File: src/design/pcm_pkg.sv
package pcm_pkg;

    localparam int MAX_GENES_DEF   = 8;
    localparam int MAX_SAMPLES_DEF = 256;
    localparam logic signed [15:0] CORR_ONE = 16'sd16384;

    typedef enum logic [1:0] {
        OP_LOAD_STATS = 2'd0,
        OP_LOAD_EXPR  = 2'd1,
        OP_COMPUTE    = 2'd2,
        OP_UNUSED     = 2'd3
    } op_t;

    typedef enum logic [2:0] {
        ST_IDLE,
        ST_START,
        ST_ACC,
        ST_SQRT,
        ST_DIV,
        ST_EMIT
    } state_t;

    typedef struct packed {
        logic [1:0]         operation;
        logic [2:0]         gene_slot;
        logic [7:0]         sample_index;
        logic signed [15:0] expression_value;
        logic signed [15:0] gene_mean;
        logic [31:0]        gene_variance;
    } in_item_t;

    typedef struct packed {
        logic [2:0]         row;
        logic [2:0]         column;
        logic signed [15:0] correlation;
        logic [4:0]         pairs_compared;
        logic               last;
    } out_item_t;

    // controller to datapath
    typedef struct packed {
        logic start_entry;   // latch stats, clear accumulator
        logic acc_step;      // one sample product
        logic sqrt_start;
        logic sqrt_step;
        logic div_start;
        logic div_step;
    } dp_cmd_t;

    // datapath to controller
    typedef struct packed {
        logic sqrt_done;
        logic div_done;
    } dp_stat_t;

endpackage

File: src/design/pcm_ctrl.sv
module pcm_ctrl #(
    parameter int MAX_GENES   = 8,
    parameter int MAX_SAMPLES = 256,
    parameter int GW = $clog2(MAX_GENES),
    parameter int SW = $clog2(MAX_SAMPLES) > 0 ? $clog2(MAX_SAMPLES) : 1,
    parameter int NW = $clog2(MAX_SAMPLES + 1)
) (
    input  logic                 clk,
    input  logic                 rst_n,
    input  logic                 compute_go,
    input  logic [3:0]           gene_count,
    input  logic [8:0]           sample_count,
    output logic                 busy,
    output logic [GW-1:0]        row_idx,
    output logic [GW-1:0]        col_idx,
    output logic [SW-1:0]        samp_idx,
    output logic                 rd_en,
    output logic [NW-1:0]        n_eff,
    output pcm_pkg::dp_cmd_t     cmd,
    input  pcm_pkg::dp_stat_t    stat,
    input  logic signed [15:0]   corr,
    output pcm_pkg::out_item_t   out_item,
    output logic                 out_valid,
    input  logic                 out_ready
);
    import pcm_pkg::*;

    state_t state_reg, state_next;
    logic [GW-1:0] r_reg, r_next, c_reg, c_next, klast_reg, klast_next;
    logic [NW-1:0] n_reg, n_next;
    logic [NW-1:0] s_reg, s_next;
    logic [4:0]    pairs_reg, pairs_next;
    logic          wait_reg, wait_next;
    out_item_t     ob_reg, ob_next;
    logic          ov_reg, ov_next;
    logic [GW:0]   k_clamp;
    logic [NW:0]   n_clamp;
    logic          diag, is_last;

    always_comb
    begin
        if (gene_count == 4'd0)
            k_clamp = (GW+1)'(1);
        else if (32'(gene_count) > MAX_GENES)
            k_clamp = (GW+1)'(MAX_GENES);
        else
            k_clamp = (GW+1)'(gene_count);
        if (32'(sample_count) > MAX_SAMPLES)
            n_clamp = (NW+1)'(MAX_SAMPLES);
        else
            n_clamp = (NW+1)'(sample_count);
    end

    always_ff @(posedge clk or negedge rst_n)
    begin
        if (!rst_n)
        begin
            state_reg <= ST_IDLE;
            r_reg     <= '0;
            c_reg     <= '0;
            klast_reg <= '0;
            n_reg     <= '0;
            s_reg     <= '0;
            pairs_reg <= '0;
            wait_reg  <= 1'b0;
            ov_reg    <= 1'b0;
        end
        else
        begin
            state_reg <= state_next;
            r_reg     <= r_next;
            c_reg     <= c_next;
            klast_reg <= klast_next;
            n_reg     <= n_next;
            s_reg     <= s_next;
            pairs_reg <= pairs_next;
            wait_reg  <= wait_next;
            ov_reg    <= ov_next;
        end
    end

    always_ff @(posedge clk)
    begin
        ob_reg <= ob_next;
    end

    assign diag    = (r_reg == c_reg);
    assign is_last = (r_reg == klast_reg) && (c_reg == klast_reg);
    assign row_idx = (r_reg < c_reg) ? r_reg : c_reg;
    assign col_idx = (r_reg < c_reg) ? c_reg : r_reg;
    assign samp_idx = SW'(s_reg);
    assign n_eff   = n_reg;
    assign busy    = (state_reg != ST_IDLE) || ov_reg;
    assign out_item  = ob_reg;
    assign out_valid = ov_reg;

    always_comb
    begin
        state_next = state_reg;
        r_next     = r_reg;
        c_next     = c_reg;
        klast_next = klast_reg;
        n_next     = n_reg;
        s_next     = s_reg;
        pairs_next = pairs_reg;
        wait_next  = 1'b0;
        ob_next    = ob_reg;
        ov_next    = ov_reg;
        rd_en      = 1'b0;
        cmd        = '0;
        if (ov_reg && out_ready)
            ov_next = 1'b0;
        unique case (state_reg)
            ST_IDLE:
            begin
                if (compute_go)
                begin
                    r_next     = '0;
                    c_next     = '0;
                    klast_next = GW'(k_clamp - 1'b1);
                    n_next     = NW'(n_clamp);
                    pairs_next = '0;
                    state_next = ST_START;
                end
            end
            ST_START:
            begin
                cmd.start_entry = 1'b1;
                s_next = '0;
                if (diag)
                    state_next = ST_EMIT;
                else
                    state_next = ST_ACC;
            end
            ST_ACC:
            begin
                if (s_reg < n_reg)
                begin
                    rd_en  = 1'b1;
                    s_next = s_reg + 1'b1;
                end
                else
                begin
                    // drain the read register and the accumulator before the square root
                    wait_next = 1'b1;
                    if (wait_reg)
                    begin
                        cmd.sqrt_start = 1'b1;
                        state_next = ST_SQRT;
                    end
                end
            end
            ST_SQRT:
            begin
                cmd.sqrt_step = 1'b1;
                if (stat.sqrt_done)
                begin
                    cmd.div_start = 1'b1;
                    state_next = ST_DIV;
                end
            end
            ST_DIV:
            begin
                cmd.div_step = 1'b1;
                if (stat.div_done)
                    state_next = ST_EMIT;
            end
            ST_EMIT:
            begin
                if (!ov_reg || out_ready)
                begin
                    ob_next.row    = 3'(r_reg);
                    ob_next.column = 3'(c_reg);
                    ob_next.correlation = diag ? CORR_ONE : corr;
                    ob_next.pairs_compared = (c_reg > r_reg) ? pairs_reg + 5'd1 : pairs_reg;
                    ob_next.last   = is_last;
                    ov_next        = 1'b1;
                    pairs_next     = ob_next.pairs_compared;
                    if (is_last)
                        state_next = ST_IDLE;
                    else
                    begin
                        if (c_reg == klast_reg)
                        begin
                            c_next = '0;
                            r_next = r_reg + 1'b1;
                        end
                        else
                            c_next = c_reg + 1'b1;
                        state_next = ST_START;
                    end
                end
            end
            default:
                state_next = ST_IDLE;
        endcase
    end
endmodule

File: config.mk
export PLATFORM = sky130hd
export DESIGN_NAME = pcm_ctrl
export DESIGN_NICKNAME = d
export VERILOG_FILES = /design/src/design/pcm_pkg.sv /design/src/design/pcm_ctrl.sv
export SDC_FILE = /design/constraint.sdc
export NUM_CORES = 1
export LEC_CHECK = 0
export BUFFER_PORTS_ARGS = -buffer_cell sky130_fd_sc_hd__buf_2
export CORE_ASPECT_RATIO = 1.1
export CORE_MARGIN = 2
export CORE_UTILIZATION = 52
export DETAILED_ROUTE_END_ITERATION = 12
export GPL_TIMING_DRIVEN = 0
export PLACE_DENSITY = 0.86
export SLEW_MARGIN = 20
export SYNTH_ARGS = -nofsm -noshare
export SYNTH_HDL_FRONTEND = slang
export SYNTH_SLANG_ARGS = --single-unit
File: constraint.sdc
create_clock -name clk -period 2.85 [get_ports clk]
set_input_delay 0.285 -clock clk [delete_from_list [all_inputs] [get_ports clk]]
set_output_delay 0.285 -clock clk [all_outputs]
set_load 0.02 [all_outputs]
==> results.toml <==
[synth]
yosysTopAreaCell = "dfrtp_1"
yosys_warnings = 0
synthFlopType = "dfrtp_1"
async_flop_share_pct = 56.9
syn_inst = 317
yosysUniqueCellTypes = 53
synth_area_leaders = "dfrtp_1 27%, edfxtp_1 25%, ha_1 5.9%"
netlist.area_leader.share_pct = 27.1
synth_edf_count = 28
synth_area_mm2 = 0.00342
avgSynthCellArea_um2 = 10.8
synth_seq_cells = 65
syn-num-nets = 368
seq_area_frac_synth_pct = 51.7

[timing]
rsz0062_at_grt = "false"
finalSetupViolCount = 0
relSlewSlack_pct = 43.3
setup_tns_ns = 0
fmax_mhz = 368
hold_viol = 0
finalCritPeriodShare_pct = 95.2
worst_pin_slew_ns = 0.851
skew_ns = 0.00603
min_period_ns = 2.71
slew_violations = 0
holdWs_ns = 0.0402
setup_ws_ns = 0.135

[die]
die_h_um = 89.0
initial_core_util_pct = 54.5
die_area_mm2 = 0.00724
die_w_um = 81.3
rows = 30
design.core.area_mm2 = 0.00627
io_pins = 95

[cells_and_area]
num_antenna_cells = 0
finalNetCount = 473
finalNonFillerCells = 507
stdcell_area_mm2 = 0.00421
drive_above_1_share_pct = 33.5
multi_input_area_mm2 = 0.00146
fill_cells = 477
largest_reg_flops = 28
final_core_util_pct = 67.2
syn_to_final_growth_pct = 23.2
seq_area_mm2 = 0.00177

[power]
swShare_pct = 43.2
fin_total_pwr_mw = 4.74
pwr_density_cell_mw_per_mm2 = 1130
pwr-share-comb_pct = 47.9
peakVddDrop_v = 0.000530
p_int_mw = 2.69
pwr-share-seq_pct = 33.7
switchingPower_mw = 2.05
power.leakage_nw = 2.03
p_clk_share_pct = 18.4

[clock_network]
root_buffer = "clkbuf_8"
insertion_delay_ns = 0.34
htreeDepth = 3
cts_inserted_buffers = 9
cts-hold-fix-buffers = 0
clk_path_buf_depth = 2
clock-sinks = 65
cts_tree = "yes"
clk_pin_slew_ns = 0.07

[critical_path]
timing.setup.critical_path_class = "reg -> out"
cp-end-kind = "output port"
worstPathRequired_ns = 2.57
worstRegToRegCells = 7
crit_fanout = 5
r2r-start = "n_eff[8]"
slowest_delay_ns = 0.54
critical_path.top_delay_family = "compound AO/OA/AOI/OAI gates"
r2r_slack_ns = 0.55
cp_slowest_cell = "o21ai_0"
startpoint_type = "register"
reg2reg_to = "s_reg[8]"
crit_arrival_ns = 2.43
crit_buf_inv = 1
path_cells = "ha_1 -> a21oi_1 -> o21ai_0 -> a21o_2 -> nor2b_1 -> and2_1 -> buf_2"

[global_routing]
grt_max_degree = 38
grt_pass1_wl_um = 12400
grt.total_usage_pct = 22.6
grt_antenna_before_repair = 0
grt_pass1_vias = 2712
overflow = 0

[placement]
io_buffer_count = 93
place_congestion = 0.880
placed_area_mm2 = 0.00398
dp.cells = 490
place.detailed.hpwl_um = 5640
place_ws_ns = 0.223

[detailed_routing]
ant_nets = 0
vias = 2751
viasPerCell = 5.43
routed_wl_um = 7700
drc = 0
first_pass_iters = 4
drt-wirelength-per-cell_um = 15.2
drt_iter0_drc = 205

[status]
status = "complete, no violations"

[hold_path]
min_path_type = "in -> async"

[flow_run]
cap_violations = 0
-- cell families after synthesis --
family / synth area share (%)
mux: 4.06
buf+inv: 5.49
fa+ha+maj: 5.86
flops: 51.7
simple gates: 16.9
xor+xnor: 2.82
compound gates: 13.1
other cells: 0.110
-- synth_stat cells (2+ instances only) --
cell type and count:
o41ai_1 2, dfrtp_1 37, o21a_1 2, clkbuf_1 6, mux2_2 7, and2_1 17, and3_1 5, nor3_1 2
a31oi_1 5, nor2b_1 5, and3_2 2, a211oi_2 2, buf_4 9, mux2i_1 6, inv_1 22, ha_1 16
edfxtp_1 28, xnor2_1 9, or4_1 2, or3_1 3, nand3_1 8, nand4_1 4, a22o_1 3, a21o_1 5
nand2b_1 12, buf_2 3, xor2_1 2, o211ai_1 2, a21oi_1 9, o21ai_0 20, nand2_1 33, nor2_1 8
-- what timing repair did --
action / in CTS / in global routing
pin swaps: 1 / 0
setup endpoints to repair: 3 / 2
resized for setup: 0 / 2
setup buffers: 1 / 0
-- power by group through the flow --
stage,sequential [mW],clock (mW),combinational (mW)
global placement,1.60,0,2.09
CTS,1.60,0.881,2.27
floorplan,1.83,0,1.33
global route,1.64,0.919,2.50
detailed placement,1.62,0,2.22
finish,1.60,0.870,2.27
-- per-layer routing --
metal | track usage [%] | wire (um) | vias to the layer above
met5 | 0 | 0 | -
met4 | 8.78 | 125 | 0
met3 | 6.36 | 533 | 14
met2 | 37.3 | 3850 | 106
met1 | 28.2 | 3190 | 1307
li1 | - | - | 1324
-- cell usage in the layout, fill, tap and decap left out, types with 3 or more instances in the layout --
cell      instances
mux2i_1           6
or3_1             3
a21oi_1           9
nand3_1           8
nand4_1           4
buf_2            96
xnor2_1           9
clkbuf_8          9
edfxtp_1         28
a22o_1            3
and2_1           17
nor2_1            8
dfrtp_1          37
a31oi_1           5
clkbuf_1          5
and3_1            5
nor2b_1           5
nand2b_1         12
o21ai_0          20
mux2_2            7
nand2_1          33
a21o_1            5
inv_1            21
buf_4            10
ha_1             16
-- worst max path at each step --
stage                 start            to  slack [ns]  cells past startpoint
4_1_cts            s_reg[6]        cmd[3]        0.15                      7
2_1_floorplan      r_reg[1]    col_idx[1]        0.58                      7
5_1_grt            s_reg[6]        cmd[3]       0.003                      7
6_report           s_reg[6]        cmd[3]        0.14                      7
3_3_place_gp   state_reg[1]  pairs_reg[3]        0.37                      6
3_5_place_dp   state_reg[1]  pairs_reg[3]        0.22                      6
-- final cells by class --
type                       count  share of cell area [%]
buffer                        18                    2.53
clock buffer                   9                    2.94
clock inverter                 7                    2.26
inverter                      22                    1.96
multi-input combinational    212                    34.8
sequential                    65                    41.9
tap                           80                    2.38
timing repair buffer          94                    11.2
Power figures use the tool's default switching activity.
